**src/rtl/ccp_pkg.sv**
```systemverilog
// ----------------------------------------------------------------------------
// ccp_pkg: shared types and constants of the css color text parser
// character classes, parse phase codes, result format codes, result word
// ----------------------------------------------------------------------------
package ccp_pkg;

    localparam int COMP_BITS = 16;
    localparam int HEX_BITS  = 24;
    localparam int MAX_HEX   = 6;

    // parse phases
    localparam logic [3:0] PH_START   = 4'd0;
    localparam logic [3:0] PH_HEX     = 4'd1;
    localparam logic [3:0] PH_R       = 4'd2;
    localparam logic [3:0] PH_G       = 4'd3;
    localparam logic [3:0] PH_B       = 4'd4;
    localparam logic [3:0] PH_OPEN    = 4'd5;
    localparam logic [3:0] PH_NUM     = 4'd6;
    localparam logic [3:0] PH_BETWEEN = 4'd7;
    localparam logic [3:0] PH_DONE    = 4'd8;
    localparam logic [3:0] PH_FAIL    = 4'd9;

    // result formats
    localparam logic [1:0] FMT_HEX3 = 2'd0;
    localparam logic [1:0] FMT_HEX6 = 2'd1;
    localparam logic [1:0] FMT_INT  = 2'd2;
    localparam logic [1:0] FMT_PCT  = 2'd3;

    // characters
    localparam logic [7:0] CH_HASH   = 8'h23;
    localparam logic [7:0] CH_PCT    = 8'h25;
    localparam logic [7:0] CH_LPAREN = 8'h28;
    localparam logic [7:0] CH_RPAREN = 8'h29;
    localparam logic [7:0] CH_COMMA  = 8'h2C;
    localparam logic [7:0] CH_SPACE  = 8'h20;

    typedef struct packed {
        logic                 ok;
        logic [1:0]           format;
        logic [COMP_BITS-1:0] red;
        logic [COMP_BITS-1:0] green;
        logic [COMP_BITS-1:0] blue;
    } t_result;

    function automatic logic is_ws(input logic [7:0] c);
        return (c == CH_SPACE) || (c >= 8'h09 && c <= 8'h0D);
    endfunction

    function automatic logic is_dec(input logic [7:0] c);
        return (c >= 8'h30) && (c <= 8'h39);
    endfunction

endpackage

```
**src/rtl/ccp_char_if.sv**
```systemverilog
// ----------------------------------------------------------------------------
// ccp_char_if: character channel
// one string byte per word, with a last-byte flag
// ----------------------------------------------------------------------------
interface ccp_char_if;
    logic       valid;
    logic       ready;
    logic [7:0] char_code;
    logic       end_of_string;

    modport source (output valid, output char_code, output end_of_string, input ready);
    modport sink   (input valid, input char_code, input end_of_string, output ready);
endinterface

```
**src/rtl/ccp_result_if.sv**
```systemverilog
// ----------------------------------------------------------------------------
// ccp_result_if: result channel
// verdict, format and three color numerators per word
// ----------------------------------------------------------------------------
interface ccp_result_if
    import ccp_pkg::*;
();
    logic                 valid;
    logic                 ready;
    logic                 ok;
    logic [1:0]           format;
    logic [COMP_BITS-1:0] red;
    logic [COMP_BITS-1:0] green;
    logic [COMP_BITS-1:0] blue;

    modport source (output valid, output ok, output format, output red, output green,
                    output blue, input ready);
    modport sink   (input valid, input ok, input format, input red, input green,
                    input blue, output ready);
endinterface

```
**src/rtl/css_color_text_parser_top.sv**
```systemverilog
// a last character passes the input register, then the result register;
// throughput: one character word per cycle; a last one waits while the result
// register holds an untaken word; the state update is combinational logic
// reset: synchronous active-low i_rst_n returns the parser to string start
// and empties the input and result registers
// ----------------------------------------------------------------------------
// css_color_text_parser_top: streaming css color string checker
// input register, parse core and result register with valid/ready channels
// ----------------------------------------------------------------------------
module css_color_text_parser_top
    import ccp_pkg::*;
(
    input  logic          i_clk,
    input  logic          i_rst_n,
    ccp_char_if.sink      i_char,
    ccp_result_if.source  o_result
);

    logic       r_in_valid;
    logic [7:0] r_in_char;
    logic       r_in_end;
    logic       r_out_valid;
    t_result    r_out;
    t_result    core_result;
    logic       fire;

    // a non-final character never waits on the result side
    assign fire         = r_in_valid && (!r_in_end || !r_out_valid || o_result.ready);
    assign i_char.ready = !r_in_valid || fire;

    ccp_core u_core (
        .i_clk       (i_clk),
        .i_rst_n     (i_rst_n),
        .i_step      (fire),
        .i_char_code (r_in_char),
        .i_end       (r_in_end),
        .o_result    (core_result)
    );

    always_ff @(posedge i_clk) begin
        if (!i_rst_n) begin
            r_in_valid <= 1'b0;
        end else if (i_char.ready) begin
            r_in_valid <= i_char.valid;
        end
    end

    always_ff @(posedge i_clk) begin
        if (i_char.ready && i_char.valid) begin
            r_in_char <= i_char.char_code;
            r_in_end  <= i_char.end_of_string;
        end
    end

    always_ff @(posedge i_clk) begin
        if (!i_rst_n) begin
            r_out_valid <= 1'b0;
        end else if (fire && r_in_end) begin
            r_out_valid <= 1'b1;
        end else if (o_result.ready) begin
            r_out_valid <= 1'b0;
        end
    end

    always_ff @(posedge i_clk) begin
        if (fire && r_in_end) begin
            r_out <= core_result;
        end
    end

    assign o_result.valid  = r_out_valid;
    assign o_result.ok     = r_out.ok;
    assign o_result.format = r_out.format;
    assign o_result.red    = r_out.red;
    assign o_result.green  = r_out.green;
    assign o_result.blue   = r_out.blue;

endmodule

```
**src/rtl/ccp_core.sv**
```systemverilog
// ----------------------------------------------------------------------------
// ccp_core: parse state and per-character update
// holds the parser state, steps it by one character and forms the verdict
// ----------------------------------------------------------------------------
module ccp_core
    import ccp_pkg::*;
(
    input  logic       i_clk,
    input  logic       i_rst_n,
    input  logic       i_step,
    input  logic [7:0] i_char_code,
    input  logic       i_end,
    output t_result    o_result
);

    logic [3:0]           r_phase, n_phase;
    logic [1:0]           r_idx, n_idx;
    logic [2:0]           r_cnt, n_cnt;
    logic [HEX_BITS-1:0]  r_hex, n_hex;
    logic [COMP_BITS-1:0] r_val [3];
    logic [COMP_BITS-1:0] n_val [3];
    logic                 r_pct, n_pct;
    logic                 r_comma, n_comma;

    logic [7:0]           c;
    logic                 c_dec;
    logic                 c_ws;
    logic [3:0]           dig;
    logic                 hex_ok;
    logic [3:0]           hex_dig;
    logic [COMP_BITS-1:0] cur;
    logic [COMP_BITS+3:0] acc;
    logic                 pct_new;
    logic                 do_between;
    logic [1:0]           idx_inc;

    assign c     = i_char_code;
    assign c_dec = is_dec(c);
    assign c_ws  = is_ws(c);
    assign dig   = c[3:0];
    assign cur   = r_val[r_idx];
    assign idx_inc = r_idx + 2'd1;

    // value * 10 + digit, saturating below
    assign acc = {1'b0, cur, 3'b000} + {3'b000, cur, 1'b0} + {{COMP_BITS{1'b0}}, dig};

    always_comb begin
        hex_ok  = 1'b1;
        hex_dig = dig;
        if (c_dec) begin
            hex_dig = dig;
        end else if ((c >= 8'h61 && c <= 8'h66) || (c >= 8'h41 && c <= 8'h46)) begin
            hex_dig = c[3:0] + 4'd9;
        end else begin
            hex_ok = 1'b0;
        end
    end

    always_comb begin
        n_phase    = r_phase;
        n_idx      = r_idx;
        n_cnt      = r_cnt;
        n_hex      = r_hex;
        n_val      = r_val;
        n_pct      = r_pct;
        n_comma    = r_comma;
        pct_new    = r_pct;
        do_between = 1'b0;

        unique case (r_phase)
            PH_START: begin
                if (c == CH_HASH) n_phase = PH_HEX;
                else if (c == 8'h72 || c == 8'h52) n_phase = PH_R;
                else n_phase = PH_FAIL;
            end
            PH_HEX: begin
                if (!hex_ok || r_cnt >= 3'(MAX_HEX)) begin
                    n_phase = PH_FAIL;
                end else begin
                    n_hex = {r_hex[HEX_BITS-5:0], hex_dig};
                    n_cnt = r_cnt + 3'd1;
                end
            end
            PH_R: n_phase = (c == 8'h67 || c == 8'h47) ? PH_G : PH_FAIL;
            PH_G: n_phase = (c == 8'h62 || c == 8'h42) ? PH_B : PH_FAIL;
            PH_B: n_phase = (c == CH_LPAREN) ? PH_OPEN : PH_FAIL;
            PH_OPEN: begin
                if (c_dec) begin
                    n_val[r_idx] = {{(COMP_BITS-4){1'b0}}, dig};
                    n_phase      = PH_NUM;
                end else if (!c_ws) begin
                    n_phase = PH_FAIL;
                end
            end
            PH_NUM: begin
                if (c_dec) begin
                    if (acc[COMP_BITS+3:COMP_BITS] != 4'd0)
                        n_val[r_idx] = {COMP_BITS{1'b1}};
                    else
                        n_val[r_idx] = acc[COMP_BITS-1:0];
                end else begin
                    // the first value decides percent mode
                    if (r_idx == 2'd0) pct_new = (c == CH_PCT);
                    n_pct   = pct_new;
                    n_phase = PH_BETWEEN;
                    if (pct_new) begin
                        if (c != CH_PCT) n_phase = PH_FAIL;
                    end else if (c == CH_PCT) begin
                        n_phase = PH_FAIL;
                    end else begin
                        do_between = 1'b1;
                    end
                end
            end
            PH_BETWEEN: do_between = 1'b1;
            default:    n_phase = PH_FAIL;
        endcase

        if (do_between && !c_ws) begin
            if (c == CH_COMMA) begin
                if (r_comma || r_idx >= 2'd2) n_phase = PH_FAIL;
                else n_comma = 1'b1;
            end else if (c_dec && r_comma) begin
                n_comma        = 1'b0;
                n_idx          = idx_inc;
                n_val[idx_inc] = {{(COMP_BITS-4){1'b0}}, dig};
                n_phase        = PH_NUM;
            end else if (c == CH_RPAREN && !r_comma && r_idx == 2'd2) begin
                n_phase = PH_DONE;
            end else begin
                n_phase = PH_FAIL;
            end
        end
    end

    // verdict on the state after this character
    always_comb begin
        o_result = '0;
        if (n_phase == PH_HEX && n_cnt == 3'd3) begin
            o_result.ok     = 1'b1;
            o_result.format = FMT_HEX3;
            o_result.red    = {{(COMP_BITS-4){1'b0}}, n_hex[11:8]};
            o_result.green  = {{(COMP_BITS-4){1'b0}}, n_hex[7:4]};
            o_result.blue   = {{(COMP_BITS-4){1'b0}}, n_hex[3:0]};
        end else if (n_phase == PH_HEX && n_cnt == 3'(MAX_HEX)) begin
            o_result.ok     = 1'b1;
            o_result.format = FMT_HEX6;
            o_result.red    = {{(COMP_BITS-8){1'b0}}, n_hex[23:16]};
            o_result.green  = {{(COMP_BITS-8){1'b0}}, n_hex[15:8]};
            o_result.blue   = {{(COMP_BITS-8){1'b0}}, n_hex[7:0]};
        end else if (n_phase == PH_DONE) begin
            o_result.ok     = 1'b1;
            o_result.format = n_pct ? FMT_PCT : FMT_INT;
            o_result.red    = n_val[0];
            o_result.green  = n_val[1];
            o_result.blue   = n_val[2];
        end
    end

    always_ff @(posedge i_clk) begin
        if (!i_rst_n || (i_step && i_end)) begin
            r_phase <= PH_START;
            r_idx   <= '0;
            r_cnt   <= '0;
            r_hex   <= '0;
            r_val   <= '{default: '0};
            r_pct   <= 1'b0;
            r_comma <= 1'b0;
        end else if (i_step) begin
            r_phase <= n_phase;
            r_idx   <= n_idx;
            r_cnt   <= n_cnt;
            r_hex   <= n_hex;
            r_val   <= n_val;
            r_pct   <= n_pct;
            r_comma <= n_comma;
        end
    end

endmodule

```
**src/flat_wrapper.sv**
```systemverilog
// flat-port wrapper written by rule: the top's interface ports become plain ports
module css_color_text_parser_top_flat import ccp_pkg::*;
  (i_clk, i_rst_n, i_char_valid, i_char_char_code, i_char_end_of_string, i_char_ready, o_result_valid, o_result_ok, o_result_format, o_result_red, o_result_green, o_result_blue, o_result_ready);
  ccp_char_if i_char_i ();
  ccp_result_if o_result_i ();
  input  logic i_clk;
  input  logic i_rst_n;
  input wire logic [$bits(i_char_i.valid)-1:0] i_char_valid;
  input wire logic [$bits(i_char_i.char_code)-1:0] i_char_char_code;
  input wire logic [$bits(i_char_i.end_of_string)-1:0] i_char_end_of_string;
  output wire logic [$bits(i_char_i.ready)-1:0] i_char_ready;
  output wire logic [$bits(o_result_i.valid)-1:0] o_result_valid;
  output wire logic [$bits(o_result_i.ok)-1:0] o_result_ok;
  output wire logic [$bits(o_result_i.format)-1:0] o_result_format;
  output wire logic [$bits(o_result_i.red)-1:0] o_result_red;
  output wire logic [$bits(o_result_i.green)-1:0] o_result_green;
  output wire logic [$bits(o_result_i.blue)-1:0] o_result_blue;
  input wire logic [$bits(o_result_i.ready)-1:0] o_result_ready;
  assign i_char_i.valid = i_char_valid;
  assign i_char_i.char_code = i_char_char_code;
  assign i_char_i.end_of_string = i_char_end_of_string;
  assign i_char_ready = i_char_i.ready;
  assign o_result_valid = o_result_i.valid;
  assign o_result_ok = o_result_i.ok;
  assign o_result_format = o_result_i.format;
  assign o_result_red = o_result_i.red;
  assign o_result_green = o_result_i.green;
  assign o_result_blue = o_result_i.blue;
  assign o_result_i.ready = o_result_ready;
  css_color_text_parser_top u_core (.i_clk(i_clk), .i_rst_n(i_rst_n), .i_char(i_char_i), .o_result(o_result_i));
endmodule
```
**config.mk**
```make
export PLATFORM = sky130hd
export DESIGN_NAME = css_color_text_parser_top_flat
export DESIGN_NICKNAME = d
export VERILOG_FILES = /design/src/rtl/ccp_pkg.sv /design/src/rtl/ccp_char_if.sv /design/src/rtl/ccp_result_if.sv /design/src/rtl/css_color_text_parser_top.sv /design/src/rtl/ccp_core.sv /design/src/flat_wrapper.sv
export SDC_FILE = /design/constraint.sdc
export NUM_CORES = 1
export LEC_CHECK = 0
export BUFFER_PORTS_ARGS = -buffer_cell sky130_fd_sc_hd__buf_2
export CAP_MARGIN = 15
export CORE_AREA = 5 5 125 127
export DETAILED_ROUTE_END_ITERATION = 6
export DIE_AREA = 0 0 130 132
export PLACE_DENSITY = 0.79
export REMOVE_ABC_BUFFERS = 1
export SYNTH_ARGS = -nofsm -noshare
export SYNTH_HDL_FRONTEND = slang
export SYNTH_HIERARCHICAL = 1
export SYNTH_SLANG_ARGS = --single-unit
```
**constraint.sdc**
```tcl
create_clock -name i_clk -period 13.25 [get_ports i_clk]
set_input_delay 0 -clock i_clk [delete_from_list [all_inputs] [get_ports i_clk]]
set_output_delay 0 -clock i_clk [all_outputs]
set_load 0.02 [all_outputs]
```
== Word level (Yosys, flattened, before mapping) ==
Index checks and enable logic that the tools add are counted.
W data, S select, Z words.
Operators by class
  reduce and logical (&&, ||, !) cells: 42
  multiply operators: 0
  muxes and demuxes: 61
  div/mod/pow operators: 0
  add/subtract/negate cells: 5
  order comparisons: 14
  shift-type cells: 0
  bitwise gates (word level): 5
  eq/ne operators: 26
Operators by type and width (count)
  $mux W48: 6
  $bwmux W48: 3
  $pmux W48 S2: 1
  $mux W4: 18
  $demux W16 S2: 2
  $mux W16: 4
  $mux W51: 1
  $mux W49: 1
  $eq A8 B6 Y1 const B: 6
  $eq A8 B7 Y1 const B: 6
  $mux W24: 2
  $or A48 B48 Y48: 1
  $mux W36: 1
  $bmux W16 S2: 1
  $pmux W4 S8: 1
  $add A19 B17 Y20: 1
  $add A20 B4 Y20: 1
  $mux W1: 17
  $eq A4 B3 Y1 const B: 4
  $ge A8 B7 Y1 const B: 2
  $le A8 B7 Y1 const B: 2
  $logic_and A1 B1 Y1: 15
  $logic_or A1 B1 Y1: 11
  $ge A3 B3 Y1 const B: 3
  other kinds (29): 43
Storage, ports and cells
  memories kept: 0
  output and inout bits: 53
  logic and storage cells: 178
  bits in registers: 145
  bits in latches: 0
  bits in read-only memories: 0
  RAM bits: 0
  input bits: 13

== Logic depth before layout (Yosys ltp) ==
Gate-level depths: netlist of run 1.
  depth in word-level cells: 17
  depth in mapped cells: 18
  gate-level depth less buffers: 16

== Cells and area by module ==
The synthesis of run 1 kept the hierarchy.
By module, submodules not included
  ccp_core: sequential area each 1661.6 µm², cells each 870, instances 1, area an instance 6535.0 µm²
  css_color_text_parser_top: sequential area each 1841.8 µm², cells each 72, instances 1, area an instance 1919.3 µm²

== Least setup slack after synthesis of run 1 ==
No wires, ideal clock.
  path type: register -> register
  from: reg u_core.u_core.r_idx[1]
  to: reg u_core/u_core/r_val[7] in the netlist's numbering
  path buffers: 3
  arrival: 4127 ps
  stages on the path, launching flop included: 17
  library setup time: 133 ps
  required time: 13117 ps
  slack: 8990 ps
  clock period less this slack: 4260 ps
  cells stage by stage: dfxtp_1 > clkbuf_1 > clkbuf_1 > mux2i_1 > o22ai_1 > ha_1 > ha_1 > o211ai_1 > a21oi_1 > o31a_1 > o21ai_0 > nand3b_1 > a31oi_1 > nand2_1 > clkbuf_1 > o21ai_0 > a21oi_1
On the way
  word-level cells in the longest chain between the ends: 14
  elaborated cells on any way between the ends: 38
  those cells by class: add/sub (3); order compare (4); mux (23); bitwise (3); reduce/logical (5)
RTL lines
  start, declared: RTL line ccp_core.sv:17  | logic [1:0] r_idx, n_idx;
  start signal, assigned: RTL line ccp_core.sv:171  | r_idx <= n_idx;
  $not A2 Y3 (not written as such)
  $bmux W16 S2: RTL line ccp_core.sv:41  | assign cur = r_val[r_idx];
  $mux W16 (not written as such) (2 in a row): RTL line ccp_core.sv:41
  $add A19 B17 Y20: RTL line ccp_core.sv:45  | assign acc = {1'b0, cur, 3'b000} + {3'b000, cur, 1'b0} + {{COMP_BITS{1'b0}}, dig};
  $add A20 B4 Y20: RTL line ccp_core.sv:45
  $reduce_bool A4 Y1 or $bwmux W48 (tied branches): RTL line ccp_core.sv:97, ccp_core.sv:100
  $mux W48: RTL line ccp_core.sv:97  | if (acc[COMP_BITS+3:COMP_BITS] != 4'd0)
  $mux W48: RTL line ccp_core.sv:96  | if (c_dec) begin
  $pmux W48 S2: RTL line ccp_core.sv:70  | unique case (r_phase)
  $bwmux W48: RTL line ccp_core.sv:126  | n_val[idx_inc] = {{(COMP_BITS-4){1'b0}}, dig};
  $mux W48: RTL line ccp_core.sv:123  | end else if (c_dec && r_comma) begin
  $mux W48: RTL line ccp_core.sv:120  | if (c == CH_COMMA) begin
  $mux W48 *: RTL line ccp_core.sv:119  | if (do_between && !c_ws) begin
  end signal, assigned: RTL line ccp_core.sv:174  | r_val <= n_val;
  end, declared: RTL line ccp_core.sv:20  | logic [COMP_BITS-1:0] r_val [3];
Every way passes the cells marked *; elsewhere a longest branch is shown, timed or not. The select of a mux whose other input is x is not followed.
A chain may end at the register's enable or synchronous reset.

==> results.json, run 1 <==
{
  "seq_area_frac_synth_pct": 41.4,
  "die_w_um": 130,
  "drc_errors": 0,
  "tritoncts": "built",
  "p_switching_mw": 0.253,
  "ant_nets": 0,
  "synth.most_common_cell": "nand2_1",
  "die_y_um": 132,
  "cp_num_buf_inv": 1,
  "placed_area_um2": 8830,
  "grt_pass1_vias": 7204,
  "slowest_delay_ps": 1070,
  "ys_top_cells_by_area": "edfxtp_1 (21%), dfxtp_1 (20%), ha_1 (6.2%), nand2_1 (5.3%), mux2i_1 (4.6%)",
  "worst_slew_pin_slew_ps": 1130,
  "cap_violations": 0,
  "yosysWarningCount": 6,
  "worst_slack_ps": 7920,
  "clock_skew_ps": 10.1,
  "synth_simple_gate_area_share_pct": 17.5,
  "synth_cell_types": 78,
  "core_um2": 14300,
  "cts_buffers": 17,
  "status": "completed",
  "drtIter0Drc": 1054,
  "final_area_um2": 9540,
  "final_cells": 1189,
  "cts.path.max_buffers": 2,
  "clk_latency_ps": 420,
  "synth_enable_flop_cells": 60,
  "hold_start": "i_char_char_code[4]",
  "dp_cells": 1143,
  "synth.avg_cell_area_um2": 8.97,
  "ff2ff_setup_slack_ps": 7920,
  "critical_path_class": "flop to flop",
  "wl_um": 23200,
  "avgViaCountPerCell": 6.52,
  "port_buffers": 65,
  "drv_slew": 0,
  "wire_per_inst_um": 19.5,
  "hp-class": "primary input to flop",
  "relSlewSlack_pct": 24.4,
  "cp_cell_sequence": "nand2_1 -> o22a_1 -> fa_1 -> inv_1 -> ha_1 -> a21oi_1 -> o21ai_0 -> o2111ai_1 -> o31a_1 -> nand2b_1 -> a31oi_1 -> nand2_1 -> a31oi_1 -> o22ai_1",
  "yosys-top-cells-count": "nand2_1 (120), nor2_1 (104), dfxtp_1 (85)",
  "rsz0062_at_grt": "false",
  "clk_pin_slew_ps": 60,
  "rr_startpoint": "u_core/u_core/r_idx[0]",
  "dr.pass1.iters": 6,
  "grt_pass1_wl_um": 37000,
  "combPwrFrac_pct": 5.8,
  "synth.area.mux_share_pct": 5.15,
  "cts-resized-gates": 0,
  "cp_data_required_time_ps": 13400,
  "synth.ff_latch_count": 145,
  "start_kind": "flop",
  "globalRouteTotalUtil_pct": 26.7,
  "synth_ff_type": "dfxtp_1",
  "setup_violations": 0,
  "powerDensity_nw_per_um2": 105,
  "drive_above_1_share_pct": 12.8,
  "fill_cells": 1172,
  "total_power_mw": 1.01,
  "initial_core_util_pct": 59.1,
  "gp_congestion": 0.986,
  "clkPwrFrac_pct": 46.6,
  "fin_util_pct": 66.7,
  "p_sw_share_pct": 25.1,
  "syn_area_um2": 8450,
  "period_share_pct": 40.2,
  "grt_remaining_overflow": 0,
  "worst-path-stages": 14,
  "holdPathStages": 2,
  "dpl.hpwl_um": 16000,
  "tns_ps": 0,
  "synth_xor_xnor_area_share_pct": 1.76,
  "diodes": 0,
  "io_pins": 66,
  "reg2reg_depth": 14,
  "hold_violations": 0,
  "min_to": "u_core/r_in_char[4]",
  "yosys.area_share.adder_pct": 6.69,
  "whs_ps": 282,
  "antenna_found_initial": 0,
  "clock.fmax_mhz": 188,
  "cellLeakagePower_nw": 3.59,
  "synth_top_family_by_area": "compound AO/OA/AOI/OAI gates",
  "dieArea_um2": 17200,
  "internal_power_mw": 0.754,
  "cp.arrival_ps": 5480,
  "peakVddDrop_v": 0.0000960,
  "cpMaxStageDelayCell": "dfxtp_1",
  "dp_slack_ps": 8050,
  "worstReg2RegEnd": "u_core/o_result.green[0]",
  "vias": 7748,
  "p_seq_share_pct": 47.7,
  "synth.top_cell.area_share_pct": 21.3,
  "period_minus_slack_ps": 5330,
  "area_growth_pct": 12.8,
  "cts_root_buf": "clkbuf_16",
  "clock-sinks": 145,
  "cp-end-kind": "flop",
  "grt_max_degree": 58,
  "async_reset_ff_share_pct": 0,
  "cp_max_fo": 36,
  "synth_compound_area_share_pct": 23.1,
  "nets": 1049,
  "synth_top_area_cell": "edfxtp_1",
  "cp_top_family": "compound AO/OA/AOI/OAI gates",
  "cts_setup_buffers": 0,
  "rows": 44,
  "cts-htree-levels": 4,
  "netlist_instances": 942
}
[power by group through the flow]
stage | clock network, mW | logic, mW | registers [mW]
after global placement | 0 | 0.0527 | 0.489
after CTS | 0.470 | 0.0572 | 0.479
after detailed placement | 0 | 0.0538 | 0.489
after floorplan | 0 | 0.0324 | 0.491
final | 0.469 | 0.0579 | 0.480
after global routing | 0.495 | 0.0624 | 0.480
[sequential cells by signal (all words and copies together), names as in the netlist]
register / flops
u_core/o_result.blue: 16
u_core/u_core/r_pct: 1
u_core/o_result.format: 2
u_core/u_core/r_phase: 4
u_core/o_result.red: 16
u_core/r_in_char: 8
u_core/u_core/r_idx: 2
u_core/u_core/r_hex: 24
u_core/o_result.ok: 1
u_core/o_result.green: 16
u_core/u_core/r_comma: 1
u_core/u_core/r_cnt: 3
u_core/r_in_valid: 1
u_core/u_core/r_val: 48
u_core/r_in_end: 1
u_core/o_result.valid: 1
[kinds of logic after synthesis]
logic type                 count (synthesis)
adders and majority gates                 44
muxes                                     43
and+or+nand+nor                          318
buffers and inverters                     84
AOI/OAI and AO/OA                        291
xor gates and xnor gates                  17
DFF                                      145
[area by class of cell]
cell class | instances | area, um^2 | area share [%]
clock buffer | 17 | 425 | 4.46
clock inverter | 15 | 150 | 1.57
inverter | 27 | 103 | 1.08
multi-input combinational | 713 | 4600 | 48.2
sequential | 145 | 3500 | 36.7
tap | 184 | 230 | 2.41
timing repair buffer | 88 | 531 | 5.56
[cell usage in the layout (no fill, tap or decap), types with 10 or more instances in the layout]
cell and n:
ha_1 42, dlygate4sd3_1 13, nand2b_1 10, buf_2 65
dfxtp_1 85, xnor2_1 12, a21oi_1 74, inv_1 25
clkbuf_16 17, nor2_1 103, mux2i_1 39, nor3_1 12
nand3_1 15, o22ai_1 41, o21ai_0 43, nand4_1 10
edfxtp_1 60, nand2_1 119, a22oi_1 39
[metal layers]
layer	part of all wire (%)	global-route usage (%)
met5	0	0
met4	3.5	10.0
met3	8.1	4.21
met2	49	44.7
met1	39	34.7
[what timing repair did]
| item | in CTS | in global routing |
|---|---|---|
| setup endpoints to repair | 0 | 0 |
| endpoints found under the hold margin | 16 | 0 |
| hold buffers | 13 | 0 |
[worst max path at each step]
stage                           startpoint                       end
CTS                 u_core/u_core/r_idx[0]  u_core/o_result.green[0]
global route        u_core/u_core/r_idx[0]  u_core/o_result.green[0]
floorplan           u_core/u_core/r_idx[1]  u_core/o_result.green[0]
global placement    u_core/u_core/r_idx[0]  u_core/o_result.green[0]
detailed placement  u_core/u_core/r_idx[0]  u_core/o_result.green[0]
finish              u_core/u_core/r_idx[0]  u_core/o_result.green[0]
Power figures use the tool's default switching activity.
==> inputs of run 2 (changes only) <==
Settings changed: CORE_AREA 5 5 125 127 to 5 5 130 132, DIE_AREA 0 0 130 132 to 0 0 135 137, PLACE_DENSITY 0.79 to 0.76.
Clock period 13.25 ns to 4.32 ns, I/O delays scaled along.
==> results.json, run 2 (synthesis gave the netlist of run 1 again) <==
{
  "dieArea_um2": 18500,
  "clock.fmax_mhz": 239,
  "cp_max_fo": 8,
  "die_w_um": 135,
  "largest-register": "u_core/u_core/r_val",
  "dpl.hpwl_um": 17000,
  "diodes": 0,
  "initial_core_util_pct": 54.2,
  "avgViaCountPerCell": 6.27,
  "cp.arrival_ps": 4430,
  "clock-sinks": 145,
  "cp_data_required_time_ps": 4570,
  "grt_remaining_overflow": 0,
  "dp_slack_ps": 10.8,
  "clk_pin_slew_ps": 60,
  "cpMostUsedCell": "fa_1",
  "drv_slew": 0,
  "relSlewSlack_pct": 33.0,
  "start_kind": "flop",
  "vias": 7844,
  "cts.path.max_buffers": 2,
  "total_power_mw": 3.03,
  "tritoncts": "built",
  "fin_util_pct": 63.2,
  "final_common_cell": "nand2_1",
  "slowest_delay_ps": 480,
  "critical_path_class": "flop to flop",
  "antenna_found_initial": 0,
  "peakVddDrop_v": 0.000290,
  "grt_max_degree": 52,
  "clock_skew_ps": 6.89,
  "cpMaxStageDelayCell": "fa_1",
  "period_share_pct": 96.9,
  "cp_top_family": "compound AO/OA/AOI/OAI gates",
  "ant_nets": 0,
  "nets": 1080,
  "drc_errors": 0,
  "largest_reg_flops": 48,
  "io_pins": 66,
  "gp_congestion": 0.937,
  "tns_ps": 0,
  "area_growth_pct": 16.6,
  "status": "completed",
  "cts_root_buf": "clkbuf_16",
  "cp_num_buf_inv": 0,
  "cts-htree-levels": 4,
  "worst_slew_pin_slew_ps": 1000,
  "hp-class": "primary input to flop",
  "setup_violations": 0,
  "worst_slack_ps": 135,
  "die_y_um": 137,
  "grt_pass1_wl_um": 37800,
  "cp_cell_sequence": "mux2i_1 -> o22a_1 -> fa_1 -> fa_1 -> nand2b_1 -> a21oi_2 -> o2111ai_1 -> o211ai_1 -> o31a_1 -> mux2_2 -> a21oi_1 -> o21ai_0 -> a22oi_1",
  "core_um2": 15600,
  "powerDensity_nw_per_um2": 308,
  "drtIter0Drc": 810,
  "period_minus_slack_ps": 4180,
  "drive_above_1_share_pct": 16.2,
  "cp-end-kind": "flop",
  "globalRouteTotalUtil_pct": 25.7,
  "final_area_um2": 9860,
  "wl_um": 23900,
  "clk_latency_ps": 420,
  "top_regs": "u_core/u_core/r_val: 48 flops, u_core/u_core/r_hex: 24 flops",
  "hold_violations": 0,
  "wire_per_inst_um": 19.1,
  "cellLeakagePower_nw": 3.75,
  "cts_buffers": 17,
  "mostFrequentLayoutCells": "nand2_1 (118), nor2_1 (103), dfxtp_1 (83)",
  "dr.pass1.iters": 7,
  "placed_area_um2": 9130,
  "rows": 46,
  "grt_pass1_vias": 7469,
  "port_buffers": 65,
  "cap_violations": 0
}
run 2: cell count changes in the layout (fill, tap and decap cells not counted), sizes merged:
cell,change
clkinvlp,-1
clkinv,+3
buf,+32
inv,-4
clkbuf,+1
run 2: power by group:
group / switching [mW] / internal, mW / leakage [nW]
clock network: 0.584 / 0.792 / 0.263
logic: 0.130 / 0.0659 / 2.21
registers: 0.0191 / 1.44 / 1.28
total: 0.733 / 2.30 / 3.75
run 2: worst paths after layout:
path                             end  slack (ps)  cells past startpoint                     from
max           u_core/o_result.red[0]         140                     13   u_core/u_core/r_idx[1]
min              u_core/r_in_char[7]         290                      2      i_char_char_code[7]
max reg2reg   u_core/o_result.red[0]         140                     13   u_core/u_core/r_idx[1]
min reg2reg  u_core/u_core/r_hex[23]         460                      2  u_core/u_core/r_hex[23]
run 2: metal layers:
| metal | wire [um] | up-vias | global-route usage (%) |
|---|---|---|---|
| met4 | 890 | 0 | 11.9 |
| met3 | 1870 | 79 | 4.30 |
| met5 | 0 | - | 0 |
| met2 | 11700 | 418 | 44.4 |
| li1 | - | 3665 | - |
| met1 | 9510 | 3682 | 31.6 |
run 2: final cells by class:
| cell class | instances | area [um^2] |
|---|---|---|
| flip-flops and latches | 145 | 3510 |
| multi-input cells | 713 | 4650 |
| inverters | 27 | 103 |
| fillers | 1296 | 5740 |
| clock inverters | 13 | 111 |
| clock buffers | 19 | 433 |
| well taps | 216 | 270 |
| repair buffers | 119 | 788 |
run 2: repair_timing:
action,in CTS,in global routing
setup buffers,0,0
resized for setup,2,11
endpoints found under the hold margin,11,0
hold buffers,13,0
endpoints found under the setup margin,24,65
run 2: metrics by stage:
stage	instances	hold WS, ps
final	1252	289
after CTS	1252	278
after detailed placement	1207	178
after global routing	1252	294
after global placement	1207	176
after floorplan	885	98.9
==> inputs of run 3 (changes only) <==
Settings changed: CELL_PAD_IN_SITES_DETAIL_PLACEMENT set to 1, CELL_PAD_IN_SITES_GLOBAL_PLACEMENT set to 2, CORE_AREA 5 5 130 132 to 5 5 164 166, DIE_AREA 0 0 135 137 to 0 0 169 171, PLACE_DENSITY 0.76 to unset, PLACE_DENSITY_LB_ADDON set to 0.1.
==> results.json, run 3 (synthesis gave the netlist of run 1 again) <==
{
  "status": "completed",
  "clkPwrFrac_pct": 49.2,
  "mostFrequentLayoutCells": "nand2_1 (118), nor2_1 (103), dfxtp_1 (85)",
  "io_pins": 66,
  "tns_ps": 0,
  "die_y_um": 171,
  "placed_area_um2": 9350,
  "core_um2": 25500,
  "wire_per_inst_um": 21.2,
  "cts_root_buf": "clkbuf_16",
  "grt_remaining_overflow": 0,
  "setup_violations": 0,
  "combPwrFrac_pct": 6.1,
  "dr.pass1.iters": 5,
  "clock-sinks": 145,
  "critical_path_class": "flop to flop",
  "rsz0062_at_grt": "true",
  "largest_reg_flops": 48,
  "cts-htree-levels": 4,
  "period_minus_slack_ps": 4180,
  "nets": 1089,
  "cp-end-kind": "flop",
  "dpl.hpwl_um": 21400,
  "whs_ps": 261,
  "peakVddDrop_v": 0.000195,
  "top_regs": "u_core/u_core/r_val: 48 flops, u_core/u_core/r_hex: 24 flops",
  "drc_errors": 0,
  "cp_cell_sequence": "buf_12 -> mux2i_1 -> o22ai_1 -> ha_1 -> ha_1 -> inv_1 -> fa_1 -> nand2b_1 -> a21oi_2 -> o2111ai_1 -> o211ai_1 -> o31a_1 -> mux2i_2 -> nor2_1 -> a21oi_1 -> a32o_1",
  "fin_util_pct": 40.0,
  "clock_skew_ps": 24.3,
  "avgViaCountPerCell": 5.48,
  "grt_pass1_vias": 7720,
  "ant_nets": 0,
  "worst_slew_pin_slew_ps": 1110,
  "largest-register": "u_core/u_core/r_val",
  "cp_top_family": "compound AO/OA/AOI/OAI gates",
  "final_common_cell": "nand2_1",
  "p_sw_share_pct": 26.5,
  "wl_um": 29200,
  "port_buffers": 65,
  "internal_power_mw": 2.40,
  "drtIter0Drc": 386,
  "relSlewSlack_pct": 25.9,
  "slowest_delay_ps": 510,
  "p_seq_share_pct": 44.7,
  "hp-class": "primary input to flop",
  "hold_violations": 0,
  "tritoncts": "built",
  "cts.path.max_buffers": 2,
  "cap_violations": 0,
  "diodes": 0,
  "period_share_pct": 96.9,
  "gp_congestion": 0.799,
  "initial_core_util_pct": 33.2,
  "grt_pass1_wl_um": 44800,
  "cp_max_fo": 24,
  "globalRouteTotalUtil_pct": 20.0,
  "p_switching_mw": 0.866,
  "drive_above_1_share_pct": 17.6,
  "dieArea_um2": 28900,
  "clk_latency_ps": 430,
  "vias": 7568,
  "cpMaxStageDelayCell": "mux2i_2",
  "cp_num_buf_inv": 2,
  "clk_pin_slew_ps": 70,
  "cts_setup_buffers": 0,
  "worst_slack_ps": 136,
  "cts_buffers": 17,
  "drv_slew": 0,
  "die_w_um": 169,
  "total_power_mw": 3.27,
  "grt_max_degree": 39,
  "rows": 59,
  "start_kind": "flop",
  "clock.fmax_mhz": 239,
  "dp_cells": 1335,
  "cp_data_required_time_ps": 4680,
  "cp.arrival_ps": 4550,
  "final_cells": 1380,
  "cellLeakagePower_nw": 3.86,
  "antenna_found_initial": 0,
  "powerDensity_nw_per_um2": 321,
  "cpMostUsedCell": "ha_1",
  "dp_slack_ps": -302,
  "area_growth_pct": 20.5,
  "final_area_um2": 10200
}
-- run 3: metal layers --
metal,vias to the layer above,share of wire [%],track usage [%]
li1,3684,-,-
met1,3755,45,25.2
met2,114,52,36.6
met3,15,2.6,2.80
met4,0,0.77,3.85
met5,-,0,0
-- run 3: cell type report --
type,instances,area [um^2]
Timing Repair Buffer,128,856
Tap cell,335,419
Inverter,27,103
Sequential cell,145,3500
Clock buffer,17,425
Multi-Input combinational cell,713,4670
Fill cell,2992,15300
Clock inverter,15,213
-- run 3: power groups by stage --
stage | clock (mW) | combinational (mW) | sequential (mW)
3_5_place_dp | 0 | 0.192 | 1.49
3_3_place_gp | 0 | 0.192 | 1.49
2_1_floorplan | 0 | 0.0993 | 1.51
6_report | 1.61 | 0.200 | 1.46
4_1_cts | 1.64 | 0.201 | 1.46
5_1_grt | 1.71 | 0.217 | 1.47
-- run 3: timing repair --
action / CTS / global route
endpoints found under the hold margin: 11 / 0
pin swaps: 0 / 2
resized for setup: 4 / 13
setup endpoints to repair: 35 / 75
hold buffers: 13 / 0
-- run 3: worst reg2reg max path: cells and delay by family, from the launching register on --
family | cells | cell delay (ps)
AO/OA/AOI/OAI | 7 | 1520
adder cells (fa/ha/maj) | 3 | 860
multiplexers | 2 | 810
flip-flops | 1 | 350
AND/OR/NAND/NOR | 2 | 330
buffers and inverters | 2 | 260
-- run 3: worst paths after layout --
path / startpoint / endpoint / slack [ps] / depth (start not counted)
max: u_core/u_core/r_idx[1] / u_core/u_core/r_val[9] / 140 / 16
max reg2reg: u_core/u_core/r_idx[1] / u_core/u_core/r_val[9] / 140 / 16
min: i_rst_n / u_core/u_core/r_val[32] / 260 / 5
min reg2reg: u_core/u_core/r_hex[22] / u_core/u_core/r_hex[22] / 460 / 2
